## src/rtl/core/uer_pkg.sv

```systemverilog
// ----------------------------------------------------------------------------
// uer_pkg: shared types and constants for the ultrasonic echo ranger
// Status, request and unit codes, config layout, stage payloads and the
// reciprocal constants used for the distance conversion.
// ----------------------------------------------------------------------------
package uer_pkg;

  // time stamps and pulse width
  localparam int TIME_W = 32;
  localparam int PROD_W = 2 * TIME_W;

  // config registers
  localparam int TIMEOUT_W  = 20;
  localparam int DEBOUNCE_W = 10;
  localparam int CFG_DATA_W = 20;
  localparam int CFG_IDX_W  = 1;

  typedef enum logic [CFG_IDX_W-1:0] {
    CFG_TIMEOUT  = 1'b0,
    CFG_DEBOUNCE = 1'b1
  } cfg_idx_t;

  localparam logic [TIMEOUT_W-1:0]  TIMEOUT_RST  = 20'd38000;
  localparam logic [DEBOUNCE_W-1:0] DEBOUNCE_RST = 10'd50;

  typedef struct packed {
    logic [TIMEOUT_W-1:0]  timeout_us;
    logic [DEBOUNCE_W-1:0] debounce_ms;
  } cfg_t;

  // request kinds
  typedef enum logic [1:0] {
    REQ_START = 2'd0,
    REQ_ECHO  = 2'd1,
    REQ_PRESS = 2'd2
  } req_t;

  // measurement phase, also the reported status
  typedef enum logic [2:0] {
    PH_IDLE       = 3'd0,
    PH_WAIT_START = 3'd1,
    PH_WAIT_STOP  = 3'd2,
    PH_TIMEOUT    = 3'd3,
    PH_READY      = 3'd4,
    PH_ERROR      = 3'd5
  } phase_t;

  // display unit
  typedef enum logic [1:0] {
    UNIT_MM = 2'd0,
    UNIT_CM = 2'd1,
    UNIT_M  = 2'd2,
    UNIT_IN = 2'd3
  } unit_t;

  // result of the state update stage
  typedef struct packed {
    phase_t              status;
    logic [TIME_W-1:0]   pulse_width;
    unit_t               unit;
    logic                taken;
  } s1_t;

  // final result
  typedef struct packed {
    phase_t              status;
    logic [TIME_W-1:0]   distance;
    logic [TIME_W-1:0]   pulse_width;
    unit_t               unit;
    logic                taken;
  } res_t;

  // exact reciprocals: floor(t/d) = (t*RCP) >> SH, 32-bit t (RCP_37: t < 2^30)
  localparam logic [TIME_W-1:0] RCP_29   = 32'd2369637129;
  localparam int                SH_29    = 36;
  localparam logic [TIME_W-1:0] RCP_58   = 32'd2369637129;
  localparam int                SH_58    = 37;
  localparam logic [TIME_W-1:0] RCP_5800 = 32'd3033135525;
  localparam int                SH_5800  = 44;
  // inches: t/148 = (t>>2)/37
  localparam int                IN_PRE_SH = 2;
  localparam logic [TIME_W-1:0] RCP_37   = 32'd1857283156;
  localparam int                SH_37    = 36;

  // millimetres: floor(5t/29) = 5*q + floor(5*r/29), q = t/29, r = t%29
  localparam logic [TIME_W-1:0] MM_DEN = 32'd29;
  localparam logic [TIME_W-1:0] MM_MUL = 32'd5;
  localparam int                REM_W  = 5;

  // floor(5*r/29) for r in 0..28
  function automatic logic [2:0] mm_frac(input logic [REM_W-1:0] r);
    logic [7:0] r5;
    r5 = ({3'b000, r} << 2) + {3'b000, r};
    mm_frac = 3'({2'b00, r5 >= 8'd29} + {2'b00, r5 >= 8'd58}
                 + {2'b00, r5 >= 8'd87} + {2'b00, r5 >= 8'd116});
  endfunction

endpackage

```

## src/rtl/core/uer_cfg.sv

```systemverilog
// ----------------------------------------------------------------------------
// uer_cfg: configuration registers
// Echo timeout and debounce window, written through the cfg request port.
// ----------------------------------------------------------------------------
module uer_cfg (
  input  logic                                clk,
  input  logic                                rst_n,
  input  logic                                cfg_valid,
  output logic                                cfg_ready,
  input  logic [uer_pkg::CFG_IDX_W-1:0]       cfg_index,
  input  logic [uer_pkg::CFG_DATA_W-1:0]      cfg_wdata,
  output uer_pkg::cfg_t                       cfg
);

  uer_pkg::cfg_t cfg_r;

  // writes are always taken
  assign cfg_ready = 1'b1;
  assign cfg       = cfg_r;

  // register file
  always_ff @(posedge clk) begin
    if (!rst_n) begin
      cfg_r.timeout_us  <= uer_pkg::TIMEOUT_RST;
      cfg_r.debounce_ms <= uer_pkg::DEBOUNCE_RST;
    end else if (cfg_valid && cfg_ready) begin
      unique case (uer_pkg::cfg_idx_t'(cfg_index))
        uer_pkg::CFG_TIMEOUT:  cfg_r.timeout_us  <= cfg_wdata[uer_pkg::TIMEOUT_W-1:0];
        uer_pkg::CFG_DEBOUNCE: cfg_r.debounce_ms <= cfg_wdata[uer_pkg::DEBOUNCE_W-1:0];
        default: ;
      endcase
    end
  end

endmodule

```

## src/rtl/core/uer_ctrl.sv

```systemverilog
// ----------------------------------------------------------------------------
// uer_ctrl: measurement and button state
// Updates phase, echo timing, unit and debounce state for one request and
// registers the resulting status, pulse width, unit and press flag.
// ----------------------------------------------------------------------------
module uer_ctrl (
  input  logic                         clk,
  input  logic                         rst_n,
  input  logic                         take,
  input  logic [1:0]                   req_type,
  input  logic [uer_pkg::TIME_W-1:0]   time_us,
  input  logic [uer_pkg::TIME_W-1:0]   time_ms,
  input  uer_pkg::cfg_t                cfg,
  output uer_pkg::s1_t                 s1
);

  uer_pkg::phase_t                phase_r, phase_nxt;
  logic [uer_pkg::TIME_W-1:0]     start_r, start_nxt;
  logic [uer_pkg::TIME_W-1:0]     pw_r, pw_nxt;
  uer_pkg::unit_t                 unit_r, unit_nxt;
  logic                           half_r, half_nxt;
  logic [uer_pkg::TIME_W-1:0]     last_r, last_nxt;
  logic                           taken;
  logic [uer_pkg::TIME_W-1:0]     echo_width;
  logic [uer_pkg::TIME_W-1:0]     press_gap;
  uer_pkg::s1_t                   s1_r, s1_nxt;

  // modular differences
  assign echo_width = time_us - start_r;
  assign press_gap  = time_ms - last_r;

  // next state
  always_comb begin
    phase_nxt = phase_r;
    start_nxt = start_r;
    pw_nxt    = pw_r;
    unit_nxt  = unit_r;
    half_nxt  = half_r;
    last_nxt  = last_r;
    taken     = 1'b0;
    if (take) begin
      unique case (uer_pkg::req_t'(req_type))
        uer_pkg::REQ_START: phase_nxt = uer_pkg::PH_WAIT_START;
        uer_pkg::REQ_ECHO: begin
          priority if (phase_r == uer_pkg::PH_WAIT_START) begin
            start_nxt = time_us;
            phase_nxt = uer_pkg::PH_WAIT_STOP;
          end else if (phase_r == uer_pkg::PH_WAIT_STOP) begin
            pw_nxt    = echo_width;
            phase_nxt = (echo_width >= uer_pkg::TIME_W'(cfg.timeout_us)) ?
                        uer_pkg::PH_TIMEOUT : uer_pkg::PH_READY;
          end else begin
            phase_nxt = uer_pkg::PH_ERROR;
          end
        end
        uer_pkg::REQ_PRESS: begin
          if (press_gap >= uer_pkg::TIME_W'(cfg.debounce_ms)) begin
            last_nxt = time_ms;
            if (half_r) begin
              unit_nxt = uer_pkg::unit_t'(2'(unit_r + 2'd1));
            end
            half_nxt = ~half_r;
            taken    = 1'b1;
          end
        end
        default: ;
      endcase
    end
  end

  // stage result
  always_comb begin
    s1_nxt.status      = phase_nxt;
    s1_nxt.pulse_width = pw_nxt;
    s1_nxt.unit        = unit_nxt;
    s1_nxt.taken       = taken;
  end

  // state registers
  always_ff @(posedge clk) begin
    if (!rst_n) begin
      phase_r <= uer_pkg::PH_IDLE;
      start_r <= '0;
      pw_r    <= '0;
      unit_r  <= uer_pkg::UNIT_CM;
      half_r  <= 1'b0;
      last_r  <= '0;
    end else begin
      phase_r <= phase_nxt;
      start_r <= start_nxt;
      pw_r    <= pw_nxt;
      unit_r  <= unit_nxt;
      half_r  <= half_nxt;
      last_r  <= last_nxt;
    end
  end

  // stage payload
  always_ff @(posedge clk) begin
    if (take) begin
      s1_r <= s1_nxt;
    end
  end

  assign s1 = s1_r;

  // once started, the phase never returns to idle
  a_no_idle_return: assert property (@(posedge clk) disable iff (!rst_n)
    (phase_r != uer_pkg::PH_IDLE) |=> (phase_r != uer_pkg::PH_IDLE))
    else $error("phase returned to idle");

  // the unit only moves on a button press
  a_unit_on_press: assert property (@(posedge clk) disable iff (!rst_n)
    !(take && (req_type == uer_pkg::REQ_PRESS)) |=> $stable(unit_r))
    else $error("unit changed without a press");

  // the unit moves only on every second taken press
  a_unit_half: assert property (@(posedge clk) disable iff (!rst_n)
    (unit_r != $past(unit_r)) |-> (!half_r && $past(half_r)))
    else $error("unit changed on the first half of a press pair");

endmodule

```

## src/rtl/core/uer_conv.sv

```systemverilog
// ----------------------------------------------------------------------------
// uer_conv: pulse width to distance conversion
// Multiplies the pulse width by a unit-selected reciprocal, then shifts and,
// for millimetres, adds the remainder correction into the result register.
// ----------------------------------------------------------------------------
module uer_conv (
  input  logic           clk,
  input  logic           ld_mul,
  input  logic           ld_out,
  input  uer_pkg::s1_t   s1,
  output uer_pkg::res_t  res
);

  logic [uer_pkg::TIME_W-1:0]  mul_a;
  logic [uer_pkg::TIME_W-1:0]  mul_b;
  logic [uer_pkg::PROD_W-1:0]  prod_nxt;
  logic [uer_pkg::PROD_W-1:0]  prod_r;
  uer_pkg::s1_t                s2_r;
  logic [uer_pkg::TIME_W-1:0]  quo;
  logic [uer_pkg::TIME_W-1:0]  mm_rem;
  logic [uer_pkg::TIME_W-1:0]  unit_dist;
  uer_pkg::res_t               res_r, res_nxt;

  // reciprocal select
  always_comb begin
    unique case (s1.unit)
      uer_pkg::UNIT_MM: begin
        mul_a = s1.pulse_width;
        mul_b = uer_pkg::RCP_29;
      end
      uer_pkg::UNIT_CM: begin
        mul_a = s1.pulse_width;
        mul_b = uer_pkg::RCP_58;
      end
      uer_pkg::UNIT_M: begin
        mul_a = s1.pulse_width;
        mul_b = uer_pkg::RCP_5800;
      end
      default: begin
        mul_a = s1.pulse_width >> uer_pkg::IN_PRE_SH;
        mul_b = uer_pkg::RCP_37;
      end
    endcase
  end

  assign prod_nxt = uer_pkg::PROD_W'(mul_a) * uer_pkg::PROD_W'(mul_b);

  // multiply stage
  always_ff @(posedge clk) begin
    if (ld_mul) begin
      prod_r <= prod_nxt;
      s2_r   <= s1;
    end
  end

  // quotient by unit
  always_comb begin
    unique case (s2_r.unit)
      uer_pkg::UNIT_MM: quo = uer_pkg::TIME_W'(prod_r >> uer_pkg::SH_29);
      uer_pkg::UNIT_CM: quo = uer_pkg::TIME_W'(prod_r >> uer_pkg::SH_58);
      uer_pkg::UNIT_M:  quo = uer_pkg::TIME_W'(prod_r >> uer_pkg::SH_5800);
      default:          quo = uer_pkg::TIME_W'(prod_r >> uer_pkg::SH_37);
    endcase
  end

  // millimetre correction: 5*q + floor(5*r/29)
  assign mm_rem = s2_r.pulse_width - quo * uer_pkg::MM_DEN;

  always_comb begin
    if (s2_r.unit == uer_pkg::UNIT_MM) begin
      unit_dist = quo * uer_pkg::MM_MUL
                + uer_pkg::TIME_W'(uer_pkg::mm_frac(mm_rem[uer_pkg::REM_W-1:0]));
    end else begin
      unit_dist = quo;
    end
  end

  always_comb begin
    res_nxt.status      = s2_r.status;
    res_nxt.distance    = unit_dist;
    res_nxt.pulse_width = s2_r.pulse_width;
    res_nxt.unit        = s2_r.unit;
    res_nxt.taken       = s2_r.taken;
  end

  // result register
  always_ff @(posedge clk) begin
    if (ld_out) begin
      res_r <= res_nxt;
    end
  end

  assign res = res_r;

endmodule

```

## src/rtl/core/ultrasonic_echo_ranger.sv

```systemverilog
// Stages: input register, then state update, multiply and result register.
// Throughput: one request per cycle; the four-stage pipeline only stalls
// when every stage is full and out_stall is high.
// Reset (rst_n low, synchronous): pipeline empty, phase idle, unit cm,
// timeout 38000 us, debounce 50 ms; no clearing pass.
// ----------------------------------------------------------------------------
// ultrasonic_echo_ranger: echo pulse ranging with unit button
// Measures echo pulse widths from time-stamped edges, flags timeouts and
// errors, converts to the selected unit and debounces the unit button.
// ----------------------------------------------------------------------------
module ultrasonic_echo_ranger (
  input  logic                                clk,
  input  logic                                rst_n,
  // request channel
  input  logic                                in_valid,
  output logic                                in_stall,
  input  logic [1:0]                          in_req_type,
  input  logic [uer_pkg::TIME_W-1:0]          in_time_us,
  input  logic [uer_pkg::TIME_W-1:0]          in_time_ms,
  // result channel
  output logic                                out_valid,
  input  logic                                out_stall,
  output logic [2:0]                          out_status,
  output logic [uer_pkg::TIME_W-1:0]          out_distance,
  output logic [uer_pkg::TIME_W-1:0]          out_pulse_width_us,
  output logic [1:0]                          out_unit_sel,
  output logic                                out_press_taken,
  // config channel
  input  logic                                cfg_valid,
  output logic                                cfg_ready,
  input  logic [uer_pkg::CFG_IDX_W-1:0]       cfg_index,
  input  logic [uer_pkg::CFG_DATA_W-1:0]      cfg_wdata
);

  logic                         v0_r, v1_r, v2_r, v3_r;
  logic                         rdy0, rdy1, rdy2, rdy3;
  logic [1:0]                   req_r;
  logic [uer_pkg::TIME_W-1:0]   tus_r;
  logic [uer_pkg::TIME_W-1:0]   tms_r;
  uer_pkg::cfg_t                cfg;
  uer_pkg::s1_t                 s1;
  uer_pkg::res_t                res;

  // stage ready chain, each stage loads when empty or draining
  assign rdy3 = !v3_r || !out_stall;
  assign rdy2 = !v2_r || rdy3;
  assign rdy1 = !v1_r || rdy2;
  assign rdy0 = !v0_r || rdy1;

  assign in_stall = !rdy0;

  // stage valid bits
  always_ff @(posedge clk) begin
    if (!rst_n) begin
      v0_r <= 1'b0;
      v1_r <= 1'b0;
      v2_r <= 1'b0;
      v3_r <= 1'b0;
    end else begin
      if (rdy0) v0_r <= in_valid;
      if (rdy1) v1_r <= v0_r;
      if (rdy2) v2_r <= v1_r;
      if (rdy3) v3_r <= v2_r;
    end
  end

  // input register
  always_ff @(posedge clk) begin
    if (in_valid && rdy0) begin
      req_r <= in_req_type;
      tus_r <= in_time_us;
      tms_r <= in_time_ms;
    end
  end

  uer_cfg u_cfg (
    .clk       (clk),
    .rst_n     (rst_n),
    .cfg_valid (cfg_valid),
    .cfg_ready (cfg_ready),
    .cfg_index (cfg_index),
    .cfg_wdata (cfg_wdata),
    .cfg       (cfg)
  );

  uer_ctrl u_ctrl (
    .clk      (clk),
    .rst_n    (rst_n),
    .take     (v0_r && rdy1),
    .req_type (req_r),
    .time_us  (tus_r),
    .time_ms  (tms_r),
    .cfg      (cfg),
    .s1       (s1)
  );

  uer_conv u_conv (
    .clk    (clk),
    .ld_mul (rdy2),
    .ld_out (rdy3),
    .s1     (s1),
    .res    (res)
  );

  // result ports
  assign out_valid          = v3_r;
  assign out_status         = res.status;
  assign out_distance       = res.distance;
  assign out_pulse_width_us = res.pulse_width;
  assign out_unit_sel       = res.unit;
  assign out_press_taken    = res.taken;

  // requests back up only when the whole pipeline is full
  a_stall_full: assert property (@(posedge clk) disable iff (!rst_n)
    in_stall |-> (v0_r && v1_r && v2_r && v3_r && out_stall))
    else $error("request stalled with a free stage");

  // a converted distance never exceeds the pulse width it came from
  a_dist_bound: assert property (@(posedge clk) disable iff (!rst_n)
    out_valid |-> (out_distance <= out_pulse_width_us))
    else $error("distance larger than pulse width");

endmodule

```

## config.mk

```make
export PLATFORM = sky130hd
export DESIGN_NAME = ultrasonic_echo_ranger
export DESIGN_NICKNAME = d
export VERILOG_FILES = /design/src/rtl/core/uer_pkg.sv /design/src/rtl/core/uer_cfg.sv /design/src/rtl/core/uer_ctrl.sv /design/src/rtl/core/uer_conv.sv /design/src/rtl/core/ultrasonic_echo_ranger.sv
export SDC_FILE = /design/constraint.sdc
export NUM_CORES = 2
export LEC_CHECK = 0
export BUFFER_PORTS_ARGS = -buffer_cell sky130_fd_sc_hd__buf_4
export CAP_MARGIN = 5
export CORE_MARGIN = 1.5
export CORE_UTILIZATION = 50
export DETAILED_ROUTE_END_ITERATION = 8
export PLACE_DENSITY = 0.67
export SKIP_LAST_GASP = 1
export SLEW_MARGIN = 10
export SYNTH_ARGS = -nofsm -noshare
export SYNTH_HDL_FRONTEND = slang
export SYNTH_SLANG_ARGS = --single-unit
```

## constraint.sdc

```tcl
create_clock -name clk -period 11.4 [get_ports clk]
set_input_delay 1.14 -clock clk [delete_from_list [all_inputs] [get_ports clk]]
set_output_delay 1.14 -clock clk [all_outputs]
set_load 0.01 [all_outputs]
```

==> reports/qor_table.md <==
| Parameter | This run |
| --- | --- |
| Master cell of the clock root buffer | sky130_fd_sc_hd__clkbuf_16 |
| Number of hold violations in the final report | 0 |
| Crit-path max FO | 39 |
| Final worst path period share | 89.3% |
| Max-slew violation total from the final report | 0 |
| # IOs | 165 |
| Die Span Y | 308 µm |
| Via count | 32,400 |
| Share of the yosys chip area belonging to registers | 21.4% |
| Type of the worst setup path | register to register |
| Worst Clk Skew | 0.0398 ns |
| Sinks on Clock Net | 376 |
| Cell variety after synth | 83 |
| Total standard cell area after synthesis | 0.0465 mm² |
| Post-Route WL | 134,000 µm |
| IR Drop Worst-Case VDD | 0.369 mV |
| Placement-stage cell area | 0.0490 mm² |
| Required time reported for the critical path endpoint | 11.77 ns |
| Shortest period the worst path allows | 10.18 ns |
| Average footprint of a synthesized cell | 9.98 µm² |
| Final Net Count | 6,140 |
| Dominant register cell in the synthesized netlist | sky130_fd_sc_hd__edfxtp_1 |
| P_leak | 25.4 nW |
| CP endpoint kind | register |
| Arrival time reported for the critical path endpoint | 10.55 ns |
| Ratio of cells with drive above 1 in the final layout | 6.35% |
| Post-CTS Hold Buffers | 0 |
| Row count | 111 |
| Htree depth | 2 |
| Total of cells resized after clock tree synthesis | 0 |
| Width of the chip | 308 µm |
| Layout overhead on the synthesized area | 8.69% |
| Post-synth top area cell | sky130_fd_sc_hd__fa_1 |
| Worst-path cell with the longest stage delay | sky130_fd_sc_hd__nor3_1 |
| R2R setup slack | 1.22 ns |
| Placeable Area | 0.0918 mm² |
| DRT Pass-1 Iters | 6 |
| Final antenna-violating net count | 0 |
| Hold Crit Class | register to register |
| Routed length per instance | 22.1 µm |
| Flop pwr share | 12.8% |
| Total power divided by cell area | 313 mW/mm² |
| Placed wire-length estimate after detailed placement | 116,000 µm |
| Routability congestion estimate from global placement | 1.02 |
| Cell type with the highest occurrence count on the critical path | sky130_fd_sc_hd__fa_1 |
| Cell types occupying the most area after synthesis | sky130_fd_sc_hd__fa_1 (33%), sky130_fd_sc_hd__edfxtp_1 (16%), sky130_fd_sc_hd__ha_1 (14%), sky130_fd_sc_hd__inv_1 (8.6%), sky130_fd_sc_hd__dfxtp_1 (5.9%) |
| Net switching power | 7.81 mW |
| Maximum root-to-sink buffer count | 3 |
| Port Buffer Count | 163 |
| Combinational Power Share | 77.7% |
| Unrepaired setup endpoints after global routing | no |
| Rel. slew slack | 29.8% |
| Vias per Instance | 5.36 |
| Total of endpoints with negative setup slack in the final report | 0 |
| Depth of the worst register-to-register path | 29 |
| Number of remaining DRC errors | 0 |
| Number of buffers created by CTS | 44 |
| Internal power | 7.99 mW |
| Delay of the slowest cell on the worst path | 0.80 ns |
| Vias in the first global route | 33,500 |
| Maximum number of pins on one net before global-route repair | 71 |
| Total overflow reported by the global router | 0 |
| Worst hold slack after final layout | 0.415 ns |
| Power share of the clock group | 9.5% |
| Post-CTS setup buffer count | 0 |
| Highest Clock Rate | 98.2 MHz |
| Number of cells on the worst hold path | 0 |
| Actual slew at the worst max-slew pin | 1.05 ns |
| Starting utilization of the core area | 50.6% |
| Critical path launch point type | register |
| Instance count of the mapped netlist | 4,656 |
| Total Routing Usage GR | 29.1% |
| Total power consumption of the routed design | 15.8 mW |
| Initial drt markers | 2,360 |
| Flip-flop and latch count after synthesis | 376 |
| Max_cap viols | 0 |
| CTS clock-pin slew for the worst setup and hold paths | 0.08 ns |
| Switching part of the total power | 49.4% |
| Status | complete, no violations |
| EDFF count, synth | 240 |
| Share of the synthesized area in the top cell type | 33.4% |
| Commonest cells after routing, fill and taps aside | sky130_fd_sc_hd__inv_1 (1,060), sky130_fd_sc_hd__fa_1 (775), sky130_fd_sc_hd__nand2_1 (549) |
| Share of flip-flops with an asynchronous set or reset | 0% |
| Later-pin clock latency in the skew report | 0.66 ns |
| Fin area | 0.0505 mm² |
| Syn. warnings | 0 |
| Area of the die | 0.0947 mm² |
| Most common library cell in the layout ignoring fill and taps | sky130_fd_sc_hd__inv_1 |
| Number of antenna violations at the first check in global routing | 7 |
| Setup_tns | 0 ns |
| Clock tree from TritonCTS | yes |
| Global-route wire length before repair | 204,000 µm |
==> cells by family (layout without fill, tap and decap cells) <==
logic type / after synthesis / after routing / synth area share, %
adders and majority gates: 1283 / 1283 / 47.1
buffers and inverters: 1202 / 1338 / 9.75
and+or+nand+nor: 981 / 981 / 9.45
AOI/OAI and AO/OA: 603 / 603 / 8.20
DFF: 376 / 376 / 21.4
xor gates and xnor gates: 156 / 156 / 2.94
muxes: 53 / 53 / 1.17
other: 2 / 13 / 0.0162
==> worst max-delay path: cells and delay by family (launching register included) <==
family | cells | cell delay (ns)
buffers and inverters | 6 | 0.99
AOI/OAI and AO/OA | 7 | 1.64
DFF | 1 | 0.77
xor gates and xnor gates | 1 | 0.06
and+or+nand+nor | 6 | 1.99
adders and majority gates | 9 | 4.39
==> state kept, by name, indices dropped and copies added (netlist names) <==
name,count
u_conv.res,70
req_r,2
tms_r,32
u_ctrl.start_r,32
u_ctrl.half_r,1
u_ctrl.s1,38
tus_r,32
u_ctrl.unit_r,2
v1_r,1
u_conv.res_nxt,38
u_ctrl.phase_r,3
out_valid,1
u_ctrl.last_r,32
v2_r,1
u_conv.prod_r,28
v0_r,1
u_ctrl.pw_r,32
u_cfg.cfg,30
==> synth_stat cells, types with 60 or more instances <==
cell,count
sky130_fd_sc_hd__dfxtp_1,136
sky130_fd_sc_hd__o21ai_0,95
sky130_fd_sc_hd__ha_1,508
sky130_fd_sc_hd__edfxtp_1,240
sky130_fd_sc_hd__a21o_1,76
sky130_fd_sc_hd__inv_1,1061
sky130_fd_sc_hd__a21oi_1,239
sky130_fd_sc_hd__xnor2_1,96
sky130_fd_sc_hd__nor2_1,143
sky130_fd_sc_hd__nand2_1,550
sky130_fd_sc_hd__clkbuf_1,122
sky130_fd_sc_hd__fa_1,775
sky130_fd_sc_hd__xor2_1,60
sky130_fd_sc_hd__nand3_1,67
==> per-stage QoR <==
step | std cells | setup slack [ns] | util [%]
detailed placement | 5962 | 1.37 | 53.3
floorplan | 4665 | 2.85 | -
finish | 6046 | 1.22 | 55.0
global route | 6044 | 0.816 | 55.0
global placement | 5962 | 1.56 | 53.3
CTS | 6044 | 1.24 | 55.0
==> routing by layer <==
metal	vias to the layer above	global-route usage, %	wire, µm
li1	15000	-	-
met1	16100	40.3	57300
met4	0	5.79	2510
met2	1165	46.6	61900
met5	-	0	0
met3	128	6.87	11800
==> area by class of cell <==
class                   count  area, µm²
diodes                      2       5.00
clock buffers              57       1200
clock inverters            25        312
fillers                  8202      41300
inverters                1063       3990
multi-input cells        3087      32000
flip-flops and latches    376       9930
well taps                1243       1560
repair buffers            193       1450
==> power groups by stage <==
stage | Sequential [mW] | Clock, mW | Combinational (mW)
6_report | 2.03 | 1.49 | 12.3
4_1_cts | 2.03 | 1.54 | 12.2
3_3_place_gp | 2.05 | 0 | 11.9
5_1_grt | 2.04 | 1.58 | 13.9
2_1_floorplan | 2.04 | 0 | 8.99
3_5_place_dp | 2.06 | 0 | 12.1
==> final timing paths <==
path	from	endpoint
max	u_ctrl.s1[2]$_DFFE_PP_	u_conv.prod_r[63]$_DFFE_PP_
min	u_conv.res_nxt[15]$_DFFE_PP_	u_conv.res[15]$_DFFE_PP_
max reg2reg	u_ctrl.s1[2]$_DFFE_PP_	u_conv.prod_r[63]$_DFFE_PP_
min reg2reg	u_conv.res_nxt[15]$_DFFE_PP_	u_conv.res[15]$_DFFE_PP_
(Power assumes the default switching activity.)
